File: config.mk
export PLATFORM = sky130hd
export DESIGN_NAME = vbqt_ctrl
export DESIGN_NICKNAME = d
export VERILOG_FILES = /design/src/hdl/vbqt_pkg.sv /design/src/hdl/vbqt_ctrl.sv
export SDC_FILE = /design/constraint.sdc
export NUM_CORES = 1
export LEC_CHECK = 0
export ABC_CLOCK_PERIOD_IN_PS = 2100
export BUFFER_PORTS_ARGS = -buffer_cell sky130_fd_sc_hd__buf_2
export CORE_AREA = 3 3 40 42
export CTS_CLUSTER_DIAMETER = 30
export DETAILED_ROUTE_END_ITERATION = 6
export DIE_AREA = 0 0 43 45
export PLACE_DENSITY = 0.64
export SYNTH_ARGS = -nofsm -noshare
export SYNTH_HDL_FRONTEND = slang
export SYNTH_SLANG_ARGS = --single-unit
File: constraint.sdc
create_clock -name clk -period 2.1 [get_ports clk]
set_input_delay 0.21 -clock clk [delete_from_list [all_inputs] [get_ports clk]]
set_output_delay 0.21 -clock clk [all_outputs]
set_load 0.03 [all_outputs]
File: src/hdl/vbqt_pkg.sv
// ----------------------------------------------------------------------------
// vbqt_pkg
// Shared types, constants and the oriented check table of the tessellator.
// ----------------------------------------------------------------------------
package vbqt_pkg;

  localparam int MAX_DIM    = 256;
  localparam int DIM_BITS   = $clog2(MAX_DIM);
  localparam int PLANE_BITS = 4;                      // bank * 6 + direction
  localparam int SLOT_DEPTH = 12 * MAX_DIM * MAX_DIM;
  localparam int SLOT_AW    = $clog2(SLOT_DEPTH);

  localparam int COORD_W  = 9;
  localparam int LABEL_W  = 8;
  localparam int VTX_W    = 24;
  localparam int FACE_W   = 25;
  localparam int CFG_W    = 25;
  localparam int CFG_IDX_W = 3;

  localparam int NUM_CHECKS = 24;
  localparam int Q_BITS     = $clog2(NUM_CHECKS);

  // register indexes
  localparam logic [CFG_IDX_W-1:0] CFG_TARGET_LABEL = 3'd0;
  localparam logic [CFG_IDX_W-1:0] CFG_ALL_LABELS   = 3'd1;
  localparam logic [CFG_IDX_W-1:0] CFG_VOL_WIDTH    = 3'd2;
  localparam logic [CFG_IDX_W-1:0] CFG_VOL_HEIGHT   = 3'd3;
  localparam logic [CFG_IDX_W-1:0] CFG_VOL_DEPTH    = 3'd4;
  localparam logic [CFG_IDX_W-1:0] CFG_MAX_VERTICES = 3'd5;
  localparam logic [CFG_IDX_W-1:0] CFG_MAX_FACES    = 3'd6;

  localparam logic [LABEL_W-1:0] RST_TARGET_LABEL = 8'd255;
  localparam logic [COORD_W-1:0] RST_DIM          = 9'd256;
  localparam logic [VTX_W-1:0]   RST_MAX_VERTICES = 24'd10000000;
  localparam logic [FACE_W-1:0]  RST_MAX_FACES    = 25'd20000000;

  // record kinds and error codes
  localparam logic [1:0] REC_VERTEX = 2'd0;
  localparam logic [1:0] REC_FACE   = 2'd1;
  localparam logic [1:0] REC_ERROR  = 2'd2;

  localparam logic [1:0] ERR_NONE = 2'd0;
  localparam logic [1:0] ERR_VTX  = 2'd1;
  localparam logic [1:0] ERR_FACE = 2'd2;

  typedef enum logic [1:0] {
    ST_IDLE,
    ST_START,
    ST_SCAN,
    ST_READ
  } state_t;

  typedef enum logic [2:0] {
    SEL_VERTEX,
    SEL_FACE_NEW,
    SEL_FACE_READ,
    SEL_ERR_STORED,
    SEL_ERR_VTX,
    SEL_ERR_FACE
  } out_sel_t;

  typedef struct packed {
    logic     capture;
    logic     load_out;
    out_sel_t out_sel;
    logic     vtx_inc;
    logic     face_inc;
    logic     mem_we;
    logic     mem_re;
    logic     q_clear;
    logic     q_inc;
    logic     bank_toggle;
    logic     set_stop_vtx;
    logic     set_stop_face;
  } cmd_t;

  typedef struct packed {
    logic stopped;
    logic mask_empty;
    logic vtx_ovf;
    logic face_ovf;
    logic fire;
    logic corner0;
    logic q_last;
    logic end_slice;
    logic out_free;
  } status_t;

  // voxel code: bit2 current slice, bit1 row (not row-1), bit0 col (not col-1)
  typedef struct packed {
    logic [2:0] a;
    logic [2:0] b;
    logic [2:0] dir;
    logic [1:0] corner;
  } check_t;

  function automatic check_t check_entry(input logic [Q_BITS-1:0] q);
    check_t ck;
    case (q)
      5'd0:  ck = '{3'd4, 3'd0, 3'd0, 2'd2};
      5'd1:  ck = '{3'd5, 3'd1, 3'd0, 2'd3};
      5'd2:  ck = '{3'd7, 3'd3, 3'd0, 2'd0};
      5'd3:  ck = '{3'd6, 3'd2, 3'd0, 2'd1};
      5'd4:  ck = '{3'd2, 3'd0, 3'd2, 2'd2};
      5'd5:  ck = '{3'd3, 3'd1, 3'd2, 2'd1};
      5'd6:  ck = '{3'd7, 3'd5, 3'd2, 2'd0};
      5'd7:  ck = '{3'd6, 3'd4, 3'd2, 2'd3};
      5'd8:  ck = '{3'd1, 3'd0, 3'd4, 2'd2};
      5'd9:  ck = '{3'd3, 3'd2, 3'd4, 2'd3};
      5'd10: ck = '{3'd7, 3'd6, 3'd4, 2'd0};
      5'd11: ck = '{3'd5, 3'd4, 3'd4, 2'd1};
      5'd12: ck = '{3'd0, 3'd4, 3'd1, 2'd2};
      5'd13: ck = '{3'd1, 3'd5, 3'd1, 2'd1};
      5'd14: ck = '{3'd3, 3'd7, 3'd1, 2'd0};
      5'd15: ck = '{3'd2, 3'd6, 3'd1, 2'd3};
      5'd16: ck = '{3'd0, 3'd2, 3'd3, 2'd2};
      5'd17: ck = '{3'd1, 3'd3, 3'd3, 2'd3};
      5'd18: ck = '{3'd5, 3'd7, 3'd3, 2'd0};
      5'd19: ck = '{3'd4, 3'd6, 3'd3, 2'd1};
      5'd20: ck = '{3'd0, 3'd1, 3'd5, 2'd2};
      5'd21: ck = '{3'd2, 3'd3, 3'd5, 2'd1};
      5'd22: ck = '{3'd6, 3'd7, 3'd5, 2'd0};
      5'd23: ck = '{3'd4, 3'd5, 3'd5, 2'd3};
      default: ck = '{3'd0, 3'd0, 3'd0, 2'd0};
    endcase
    return ck;
  endfunction

endpackage

File: src/hdl/vbqt_ctrl.sv
// ----------------------------------------------------------------------------
// vbqt_ctrl
// Sequencer: vertex decision, one oriented check per step, slot reads.
// ----------------------------------------------------------------------------
module vbqt_ctrl (
  input  logic              clk,
  input  logic              rst,
  input  logic              in_valid,
  output logic              in_stall,
  input  vbqt_pkg::status_t status,
  output vbqt_pkg::cmd_t    cmd
);

  vbqt_pkg::state_t state, state_next;

  always_ff @(posedge clk) begin
    if (rst) begin
      state <= vbqt_pkg::ST_IDLE;
    end else begin
      state <= state_next;
    end
  end

  always_comb begin
    state_next = state;
    case (state)
      vbqt_pkg::ST_IDLE: begin
        if (in_valid) state_next = vbqt_pkg::ST_START;
      end
      vbqt_pkg::ST_START: begin
        if (status.stopped) begin
          if (status.out_free) state_next = vbqt_pkg::ST_IDLE;
        end else if (status.mask_empty) begin
          state_next = vbqt_pkg::ST_IDLE;
        end else if (status.out_free) begin
          state_next = status.vtx_ovf ? vbqt_pkg::ST_IDLE : vbqt_pkg::ST_SCAN;
        end
      end
      vbqt_pkg::ST_SCAN: begin
        if (!status.fire) begin
          if (status.q_last) state_next = vbqt_pkg::ST_IDLE;
        end else if (status.corner0) begin
          if (status.out_free && (status.face_ovf || status.q_last)) begin
            state_next = vbqt_pkg::ST_IDLE;
          end
        end else begin
          state_next = vbqt_pkg::ST_READ;
        end
      end
      vbqt_pkg::ST_READ: begin
        if (status.out_free) begin
          state_next = status.q_last ? vbqt_pkg::ST_IDLE : vbqt_pkg::ST_SCAN;
        end
      end
      default: state_next = vbqt_pkg::ST_IDLE;
    endcase
  end

  always_comb begin
    cmd = '0;
    cmd.out_sel = vbqt_pkg::SEL_VERTEX;
    in_stall = 1'b1;
    case (state)
      vbqt_pkg::ST_IDLE: begin
        in_stall = 1'b0;
        cmd.capture = in_valid;
      end
      vbqt_pkg::ST_START: begin
        if (status.stopped) begin
          cmd.load_out = status.out_free;
          cmd.out_sel  = vbqt_pkg::SEL_ERR_STORED;
        end else if (status.mask_empty) begin
          cmd.bank_toggle = status.end_slice;
        end else if (status.vtx_ovf) begin
          cmd.load_out     = status.out_free;
          cmd.out_sel      = vbqt_pkg::SEL_ERR_VTX;
          cmd.set_stop_vtx = status.out_free;
        end else begin
          cmd.load_out = status.out_free;
          cmd.vtx_inc  = status.out_free;
          cmd.q_clear  = status.out_free;
        end
      end
      vbqt_pkg::ST_SCAN: begin
        if (!status.fire) begin
          cmd.q_inc       = !status.q_last;
          cmd.bank_toggle = status.q_last && status.end_slice;
        end else if (status.corner0) begin
          if (status.face_ovf) begin
            cmd.load_out      = status.out_free;
            cmd.out_sel       = vbqt_pkg::SEL_ERR_FACE;
            cmd.set_stop_face = status.out_free;
          end else begin
            cmd.load_out    = status.out_free;
            cmd.out_sel     = vbqt_pkg::SEL_FACE_NEW;
            cmd.mem_we      = status.out_free;
            cmd.face_inc    = status.out_free;
            cmd.q_inc       = status.out_free && !status.q_last;
            cmd.bank_toggle = status.out_free && status.q_last && status.end_slice;
          end
        end else begin
          cmd.mem_re = 1'b1;
        end
      end
      vbqt_pkg::ST_READ: begin
        cmd.load_out    = status.out_free;
        cmd.out_sel     = vbqt_pkg::SEL_FACE_READ;
        cmd.q_inc       = status.out_free && !status.q_last;
        cmd.bank_toggle = status.out_free && status.q_last && status.end_slice;
      end
      default: begin
        cmd = '0;
      end
    endcase
  end

endmodule

Yosys cells after proc, flatten, opt, wreduce, memory -nomap -nowiden
Cells that the tools add are included.
{"block": "word_totals", "register_bits": 2, "input_bits": 12, "output_inout_bits": 15, "elab_cells": 66}
{"block": "op_classes", "n_eq_ne": 9, "muxes": 47, "reduce_logical": 9}
{"operator": "$mux 2", "count": 18}
{"operator": "$mux 1", "count": 17}
{"operator": "$mux 3", "count": 4}
{"operator": "$mux 4", "count": 3}
{"operator": "$pmux 4 s3", "count": 1}
{"operator": "$ne 3x3->1 const B", "count": 3}
{"operator": "$pmux 2 s4", "count": 1}
{"operator": "$reduce_and 6->1", "count": 1}
{"operator": "$logic_and 1x1->1", "count": 5}
{"operator": "$mux 5", "count": 1}
{"operator": "$eq 2x2->1 const B", "count": 2}
{"operator": "$ne 2x2->1 const B", "count": 2}
{"operator": "$ne 4x4->1 const B", "count": 1}
{"operator": "$pmux 1 s3", "count": 1}
{"operator": "$eq 2x1->1 const B", "count": 1}
{"operator": "$logic_not 2->1", "count": 1}
{"operator": "$pmux 1 s2", "count": 1}
{"operator": "$logic_not 1->1", "count": 1}
{"operator": "$logic_or 1x1->1", "count": 1}

Longest topological paths before layout
Gate-level depths: netlist of the first run.
{"block": "logic_depth", "depth_word": 6, "mapped_depth": 5, "ltp_nobuf": 4}

Worst setup path after synthesis of the first run
OpenSTA, ideal clock, no wires.
{"block": "synth_timing", "path_kind": "register to output", "startpoint": "register state[0]", "endpoint": "output cmd[7] (netlist name)", "arrival_ps": 1506, "t_required_ps": 1890, "setup_slack_ps": 384, "stages_incl_launch_ff": 6, "n_path_buf": 2, "path_cell_list": "dfxtp_1 > buf_6 > and4b_1 > nand2_1 > nor2_1 > buf_4"}
{"element": "start: declaration", "line_no": "vbqt_ctrl.sv:14", "text": "vbqt_pkg::state_t state, state_next;"}
{"element": "start signal: assignment", "line_no": "vbqt_ctrl.sv:18", "text": "state <= vbqt_pkg::ST_IDLE;"}
{"element": "start signal: assignment", "line_no": "vbqt_ctrl.sv:20", "text": "state <= state_next;"}
{"element": "end: declaration", "line_no": "vbqt_ctrl.sv:11", "text": "output vbqt_pkg::cmd_t cmd"}

==> impl_metrics.yaml, run 1 <==
cts:
  h-tree-depth: 1
  cts_resized: 0
  cts_sinks: 2
  cts_tree: "done"
  clockBufferDepth: 2
  root_buffer: "clkbuf_4"
  clkLatencyLatePin_ns: 0.22
  holdBufCountCts: 0
  numCtsBuffers: 3
  postCtsSetupBuffers: 0
  path_clk_slew_ns: 0.03
final_layout:
  instances_no_fill: 94
  largest_reg_flops: 2
  multi_input_area_um2: 275
  num_antenna_cells: 0
  utilization_pct: 39.0
  area.sequential_um2: 40.0
  nNetsFinal: 93
  largest_registers: "state x2"
  final_common_cell: "buf_2"
  drive_gt1_share_pct: 40.5
  final_cell_mix: "26 x buf_2, 9 x nor2_1, 7 x nand2_1"
  fillers: 146
  syn_to_final_growth_pct: 36.4
  top_register: "state"
sta:
  fin_skew_ns: 0.00242
  timing.setup.tns_ns: 0
  final_max_slew_viol_count: 0
  worst_pin_slew_ns: 0.419
  post-route-period-util_pct: 85.7
  rsz0062_at_grt: "false"
  maxSlewHeadroom_pct: 72.0
  final_hold_viol_count: 0
  setup_violations: 0
  layout_min_cycle_time_ns: 1.80
  max_freq_ghz: 0.556
worst_setup_path:
  r2r_cells: 4
  cp.required_ns: 1.89
  cp_max_fo: 12
  cp-end-kind: "output port"
  worst_setup_path_start_kind: "flop"
  r2r_start: "state[0]"
  worst-setup-path-type: "reg -> out"
  reg2reg_slack_ns: 0.64
  worstPathArrival_ns: 1.59
  rr_endpoint: "state[1]"
run:
  max_cap_viol_count: 0
placement:
  dpl.cell_count: 91
  port_buffers: 26
  place_congestion: 0.823
  dp_hpwl_um: 826
floorplan:
  die_h_um: 45
  rows: 13
  start_util_pct: 28.6
  chipWidth_um: 43
  ios: 27
  core_area_um2: 1280
  dieArea_um2: 1940
route:
  post_drt_wl_per_cell_um: 11.2
  drtIter0Drc: 15
  vias_per_cell: 5.00
  drc: 0
  first_pass_iters: 4
  via_count: 470
  ant_nets: 0
  wl_um: 1060
synth:
  ys_seq_elements: 2
  yosys.area.top_type: "dfxtp_1"
  ys_seq_area_share_pct: 10.9
  syn_inst: 54
  synth.area.top_cells: "dfxtp_1 11%, nor2_1 9.2%, nand2_1 7.1%, buf_6 6.1%, a21oi_1 5.4%"
  netlist_area_um2: 368
  synth_nets: 66
  ys_types: 27
  synth_top_area_share_pct: 10.9
  avgSynthCellArea_um2: 6.81
  yosysWarningCount: 0
outcome:
  status: "completed"
power:
  power_leakage_uw: 0.000283
  finalPower_uw: 540
  peakVddDrop_v: 0.000283
  power-per-cell-area_nw_per_um2: 1080
global_routing:
  grt_overflow_total: 0
  grt_pass1_vias: 376
  track_usage_pct: 10.6
  grt_pass1_wl_um: 1650
  grt_max_degree: 15
  antenna_found_initial: 0
worst_hold_path:
  min_path_cells: 2
  worstHoldPathType: "in -> reg"
  min_from: "rst"
  hold_path_end: "state[0]"
==> power breakdown <==
part | total (uW) | switching (uW) | leakage (uW) | internal, uW
Combinational | 350 | 215 | 0.000253 | 135
Sequential | 108 | 52.4 | 0.0000165 | 55.4
Clock | 82.3 | 19.5 | 0.0000138 | 62.9
==> worst max-delay path, cell delays in order, from the launching register on <==
cell	delay, ns
dfxtp_1	0.52
nor4b_2	0.41
nand2_1	0.12
nor2_1	0.11
buf_2	0.21
==> synth_stat cells (all sizes together) <==
library cell,count
buf,4
nor4b,1
inv,4
and4b,1
nor3,1
dfxtp,2
nand2b,3
o211a,1
a311oi,1
o21ai,1
o211ai,1
a21oi,4
nor2,9
nor2b,2
a22o,1
a221oi,1
o21bai,1
nand2,7
a21o,1
a32oi,2
a22oi,1
a31oi,1
and4bb,1
or2,1
and3,2
==> through the flow <==
step,hold slack (ns),cell area (um^2),worst slack [ns]
final,0.161,502,0.300
after floorplan,0.282,368,0.384
after global placement,0.388,479,0.553
after detailed placement,0.389,479,0.537
after global routing,0.184,502,0.154
after CTS,0.158,502,0.293
==> cells by family (layout without fill, tap and decap cells) <==
group / after synthesis / after routing / share of synthesized area, %
AND/OR/NAND/NOR: 28 / 28 / 41.5
AO/OA/AOI/OAI: 16 / 16 / 33.3
buffers and inverters: 8 / 33 / 14.3
flip-flops: 2 / 2 / 10.9
==> metal layers <==
| metal | routed length, um | track usage (%) |
|---|---|---|
| met1 | 510 | 15.8 |
| met2 | 409 | 15.6 |
| met3 | 135 | 1.59 |
| met4 | 0 | 3.61 |
| met5 | 0 | 0 |
==> worst max path at each step <==
stage                        end  startpoint  slack (ns)
after global routing      cmd[8]    state[0]        0.15
after CTS                 cmd[8]    state[0]        0.29
final                     cmd[8]    state[0]        0.30
after detailed placement  cmd[8]    state[0]        0.54
after global placement    cmd[8]    state[0]        0.55
after floorplan           cmd[7]    state[0]        0.38
==> final cells by class <==
class	instances	share of cell area (%)
clock buffers	3	4.49
multi-input cells	44	54.9
inverters	4	2.99
well taps	15	3.74
repair buffers	26	25.9
flip-flops and latches	2	7.98
(Power assumes the default switching activity.)
==> inputs of run 2 (changes only) <==
Settings changed: ABC_AREA from default to 1, PLACE_DENSITY 0.64 to 0.68.
==> impl_metrics.yaml, run 2 <==
synth:
  synth_edf_count: 0
  synth_top_area_share_pct: 20.3
  synthMuxAreaShare_pct: 0
  yosys.area.top_type: "nand2_1"
  synth_top_family_by_area: "simple AND/OR/NAND/NOR gates"
  yosysMostFrequentCell: "nand2_1"
  netlist_area_um2: 407
  synth_xor_area_share_pct: 0
  syn_inst: 85
  synth_common_cells: "22 x nand2_1, 17 x nor2_1, 16 x inv_1, 9 x nand3_1, 4 x nor3_1"
  ys_types: 14
  synth.area.top_cells: "nand2_1 20%, nor2_1 16%, inv_1 15%, nand3_1 11%, dfxtp_1 9.8%"
  synth-compound-area-share_pct: 9.23
  ys_seq_elements: 2
  synth-async-reset-ratio_pct: 0
  avgSynthCellArea_um2: 4.78
  yosys_most_used_dff: "dfxtp_1"
  synthAdderAreaFrac_pct: 0
  ys_seq_area_share_pct: 9.85
  yosysWarningCount: 0
  synth-simple-area-share_pct: 60.6
  synth_nets: 97
final_layout:
  fillers: 161
  largest_reg_flops: 2
  nNetsFinal: 126
  final_common_cell: "buf_2"
  multi_input_area_um2: 284
  area.sequential_um2: 40.0
  num_antenna_cells: 0
  largest_registers: "state x2"
  top_register: "state"
  drive_gt1_share_pct: 30.4
  final_cell_mix: "26 x buf_2, 22 x nand2_1, 17 x nor2_1"
  syn_to_final_growth_pct: 38.5
  instances_no_fill: 127
route:
  first_pass_iters: 4
  post_drt_wl_per_cell_um: 9.03
  via_count: 573
  ant_nets: 0
  wl_um: 1150
  drtIter0Drc: 9
  vias_per_cell: 4.51
  drc: 0
sta:
  max_freq_ghz: 0.614
  layout_min_cycle_time_ns: 1.63
  maxSlewHeadroom_pct: 80.4
  final_max_slew_viol_count: 0
  post-route-period-util_pct: 77.5
  final_hold_viol_count: 0
  timing.setup.tns_ns: 0
  setup_violations: 0
  fin_skew_ns: 0.00186
  rsz0062_at_grt: "false"
  worst_pin_slew_ns: 0.290
cts:
  holdBufCountCts: 0
  postCtsSetupBuffers: 0
  path_clk_slew_ns: 0.03
  clockBufferDepth: 2
  h-tree-depth: 1
  numCtsBuffers: 3
  cts_sinks: 2
  cts_resized: 0
  root_buffer: "clkbuf_4"
  cts_tree: "done"
  clkLatencyLatePin_ns: 0.23
global_routing:
  grt_pass1_vias: 478
  grt_overflow_total: 0
  grt_pass1_wl_um: 1880
  grt_max_degree: 8
  antenna_found_initial: 0
  track_usage_pct: 12.4
worst_setup_path:
  cp_max_fo: 6
  r2r_cells: 8
  cp-end-kind: "output port"
  reg2reg_slack_ns: 0.90
  max_stage_delay_ns: 0.37
  critPathSlowestCell: "dfxtp_1"
  cp.required_ns: 1.89
  worstPathArrival_ns: 1.42
  r2r_start: "state[0]"
  crit_end: "cmd[0]"
  crit_start: "state[0]"
  rr_endpoint: "state[1]"
  worst_setup_path_start_kind: "flop"
  path_cells: "inv_2, nand2_1, nor2_1, inv_1, nor3_1, buf_2"
  worst-setup-path-type: "reg -> out"
placement:
  place_congestion: 0.792
  port_buffers: 26
  dpl.cell_count: 124
  dp_hpwl_um: 970
floorplan:
  rows: 13
  start_util_pct: 31.6
  ios: 27
  die_h_um: 45
  core_area_um2: 1280
  dieArea_um2: 1940
  chipWidth_um: 43
run:
  max_cap_viol_count: 0
power:
  power-per-cell-area_nw_per_um2: 1040
  peakVddDrop_v: 0.000439
  power_leakage_uw: 0.000379
worst_hold_path:
  worstHoldPathType: "in -> reg"
outcome:
  status: "completed"
==> run 2: cell count changes after synthesis, moves of 2 or more <==
cell / previous run / this run
and3_1: 2 / 0
nor2b_1: 2 / 0
buf_6: 2 / 0
nor3_1: 1 / 4
o21ai_0: 0 / 3
inv_2: 0 / 2
nand2b_1: 3 / 0
nand2_1: 7 / 22
nor2_1: 9 / 17
inv_1: 4 / 16
nand3_1: 0 / 9
nor2_4: 0 / 2
==> run 2: worst min-delay path by stage <==
stage | startpoint | end | cells past startpoint
after floorplan | rst | state[0] | 3
after global placement | rst | state[1] | 4
after detailed placement | rst | state[0] | 4
after CTS | rst | state[0] | 4
after global routing | rst | state[1] | 4
final | rst | state[0] | 4
==> run 2: cell type report <==
cell class / instances / area share, %
Clock buffer: 3 / 4.00
Tap cell: 15 / 3.33
Inverter: 18 / 12.0
Timing Repair Buffer: 26 / 23.1
Multi-Input combinational cell: 63 / 50.4
Sequential cell: 2 / 7.11
==> run 2: worst max-delay path, delay by kind of cell, from the launching register on <==
| family | cells | cell delay, ns |
|---|---|---|
| buffers and inverters | 3 | 0.44 |
| and+or+nand+nor | 3 | 0.39 |
| DFF | 1 | 0.37 |
==> run 2: per-layer routing <==
metal	part of all wire [%]	global-route usage (%)	vias up
li1	-	-	314
met1	46	14.6	240
met2	48	21.9	19
met3	6.0	3.59	0
met4	0	3.61	0
met5	0	0	-
==> run 2: stage by stage <==
step / hold slack (ns) / setup WS, ns / power, uW / utilization, % / area (um^2)
after floorplan: 0.366 / 0.197 / 399 / - / 407
final: 0.226 / 0.473 / 585 / 43.8 / 563
after global routing: 0.248 / 0.277 / 651 / 43.8 / 563
after global placement: 0.458 / 0.747 / 498 / 42.1 / 541
after CTS: 0.225 / 0.447 / 592 / 43.8 / 563
after detailed placement: 0.462 / 0.690 / 501 / 42.1 / 541
==> run 2: kinds of logic after synthesis <==
logic type	count (synthesis)
AND/OR/NAND/NOR	56
flip-flops	2
AO/OA/AOI/OAI	7
buffers and inverters	20
==> run 2: report_power, final <==
group / internal (uW) / total, uW / switching, uW
combinational: 125 / 410 / 284
clock: 63.1 / 85.7 / 22.6
sequential: 55.6 / 89.7 / 34.2
total: 244 / 585 / 341
==> inputs of run 3 (changes only) <==
Settings changed: ABC_CLOCK_PERIOD_IN_PS 2100 to 1600.
Clock period 2.1 ns to 1.6 ns, I/O delays scaled along.
==> impl_metrics.yaml, run 3 (synthesis results as in run 2) <==
outcome:
  status: "completed"
placement:
  dp_hpwl_um: 967
  dpl.cell_count: 124
  place_congestion: 0.819
  pre_cts_slack_ns: 0.232
  port_buffers: 26
floorplan:
  core_area_um2: 1280
  ios: 27
  rows: 13
  chipWidth_um: 43
  dieArea_um2: 1940
  die_h_um: 45
  start_util_pct: 31.6
final_layout:
  fillers: 136
  instances_no_fill: 128
  final_cell_mix: "23 x buf_2, 22 x nand2_1, 16 x inv_1, 16 x nor2_1, 9 x nand3_1"
  syn_to_final_growth_pct: 45.8
  multi_input_area_um2: 297
  drive_gt1_share_pct: 35.4
  num_antenna_cells: 0
  utilization_pct: 46.2
  final_common_cell: "buf_2"
  largest_reg_flops: 2
  top_register: "state"
  area.sequential_um2: 42.5
  largest_registers: "state x2"
  nNetsFinal: 127
worst_setup_path:
  path_cells: "inv_2, nand2_1, nor2_2, inv_1, nor3_1, buf_4"
  crit_start: "state[0]"
  crit_end: "cmd[0]"
  reg2reg_slack_ns: 0.38
  r2r_start: "state[0]"
  cp-end-kind: "output port"
  worst-setup-path-type: "reg -> out"
  timing.critical_path.max_delay_family: "simple AND/OR/NAND/NOR gates"
  worstPathArrival_ns: 1.32
  r2r_cells: 9
  rr_endpoint: "state[0]"
  cp.required_ns: 1.44
  cp_max_fo: 6
  critical_path_cell_count: 6
  worst_setup_path_start_kind: "flop"
  critPathSlowestCell: "dfxtp_2"
  crit_buf_inv: 3
  max_stage_delay_ns: 0.35
route:
  via_count: 572
  drc: 0
  vias_per_cell: 4.47
  ant_nets: 0
  post_drt_wl_per_cell_um: 9.46
  drtIter0Drc: 11
  first_pass_iters: 2
  wl_um: 1210
worst_hold_path:
  worstHoldPathType: "in -> reg"
  min_from: "rst"
sta:
  final_max_slew_viol_count: 0
  worst_pin_slew_ns: 0.286
  rsz0062_at_grt: "false"
  final_hold_viol_count: 0
  maxSlewHeadroom_pct: 80.7
  setup_violations: 0
  layout_min_cycle_time_ns: 1.48
  max_freq_ghz: 0.678
  fin_ws_ns: 0.124
  post-route-period-util_pct: 92.2
  fin_skew_ns: 0.00509
  timing.setup.tns_ns: 0
global_routing:
  grt_pass1_vias: 501
  antenna_found_initial: 0
  grt_overflow_total: 0
  grt_pass1_wl_um: 1900
  grt_max_degree: 8
  track_usage_pct: 12.8
cts:
  cts_sinks: 2
  clockBufferDepth: 2
  holdBufCountCts: 0
  numCtsBuffers: 3
  h-tree-depth: 1
  cts_tree: "done"
  root_buffer: "clkbuf_4"
  path_clk_slew_ns: 0.03
  clkLatencyLatePin_ns: 0.23
run:
  max_cap_viol_count: 0
power:
  power_leakage_uw: 0.000386
  finalPower_uw: 794
  power-per-cell-area_nw_per_um2: 1340
  peakVddDrop_v: 0.000578
-- run 3: layout make-up --
class	instances	area share, %
Inverter	18	11.4
Tap cell	15	3.16
Sequential cell	2	7.17
Multi-Input combinational cell	63	50.0
Timing Repair Buffer	27	24.5
Clock buffer	3	3.80
-- run 3: stage by stage --
stage	hold slack [ns]	cell area (um^2)
after floorplan	0.316	417
after global placement	0.406	551
after CTS	0.159	574
final	0.166	593
after global routing	0.184	593
after detailed placement	0.407	551
-- run 3: worst register-to-register path, stage by stage (launching register included) --
cell and delay (ns):
dfxtp_2 0.35, inv_2 0.09, nand2_1 0.10, nor2_2 0.14, buf_4 0.12, nand2_2 0.06, nand3_1 0.11, nand2_1 0.06
inv_1 0.05, nor2_1 0.04
-- run 3: report_power, final --
| part | switching (uW) | internal [uW] |
|---|---|---|
| sequential | 45.8 | 78.3 |
| clock | 32.4 | 83.1 |
| combinational | 381 | 174 |
-- run 3: repair_timing --
item | in CTS | in global routing
resized for setup | 1 | 6
setup buffers | 0 | 1
pin swaps | 0 | 1
setup endpoints to repair | 1 | 5
-- run 3: metal layers --
| layer | share of wire (%) | wire [um] | global-route usage (%) |
|---|---|---|---|
| met5 | 0 | 0 | 0 |
| met4 | 0 | 0 | 6.63 |
| met3 | 7.2 | 87 | 4.78 |
| met2 | 49 | 596 | 21.9 |
| met1 | 44 | 528 | 13.8 |
-- run 3: worst min-delay path by stage --
| stage | end | slack, ns | depth (start not counted) |
|---|---|---|---|
| after global placement | state[1] | 0.41 | 4 |
| after global routing | state[1] | 0.18 | 4 |
| after detailed placement | state[1] | 0.41 | 4 |
| after CTS | state[1] | 0.16 | 4 |
| final | state[1] | 0.17 | 4 |
| after floorplan | state[0] | 0.32 | 3 |
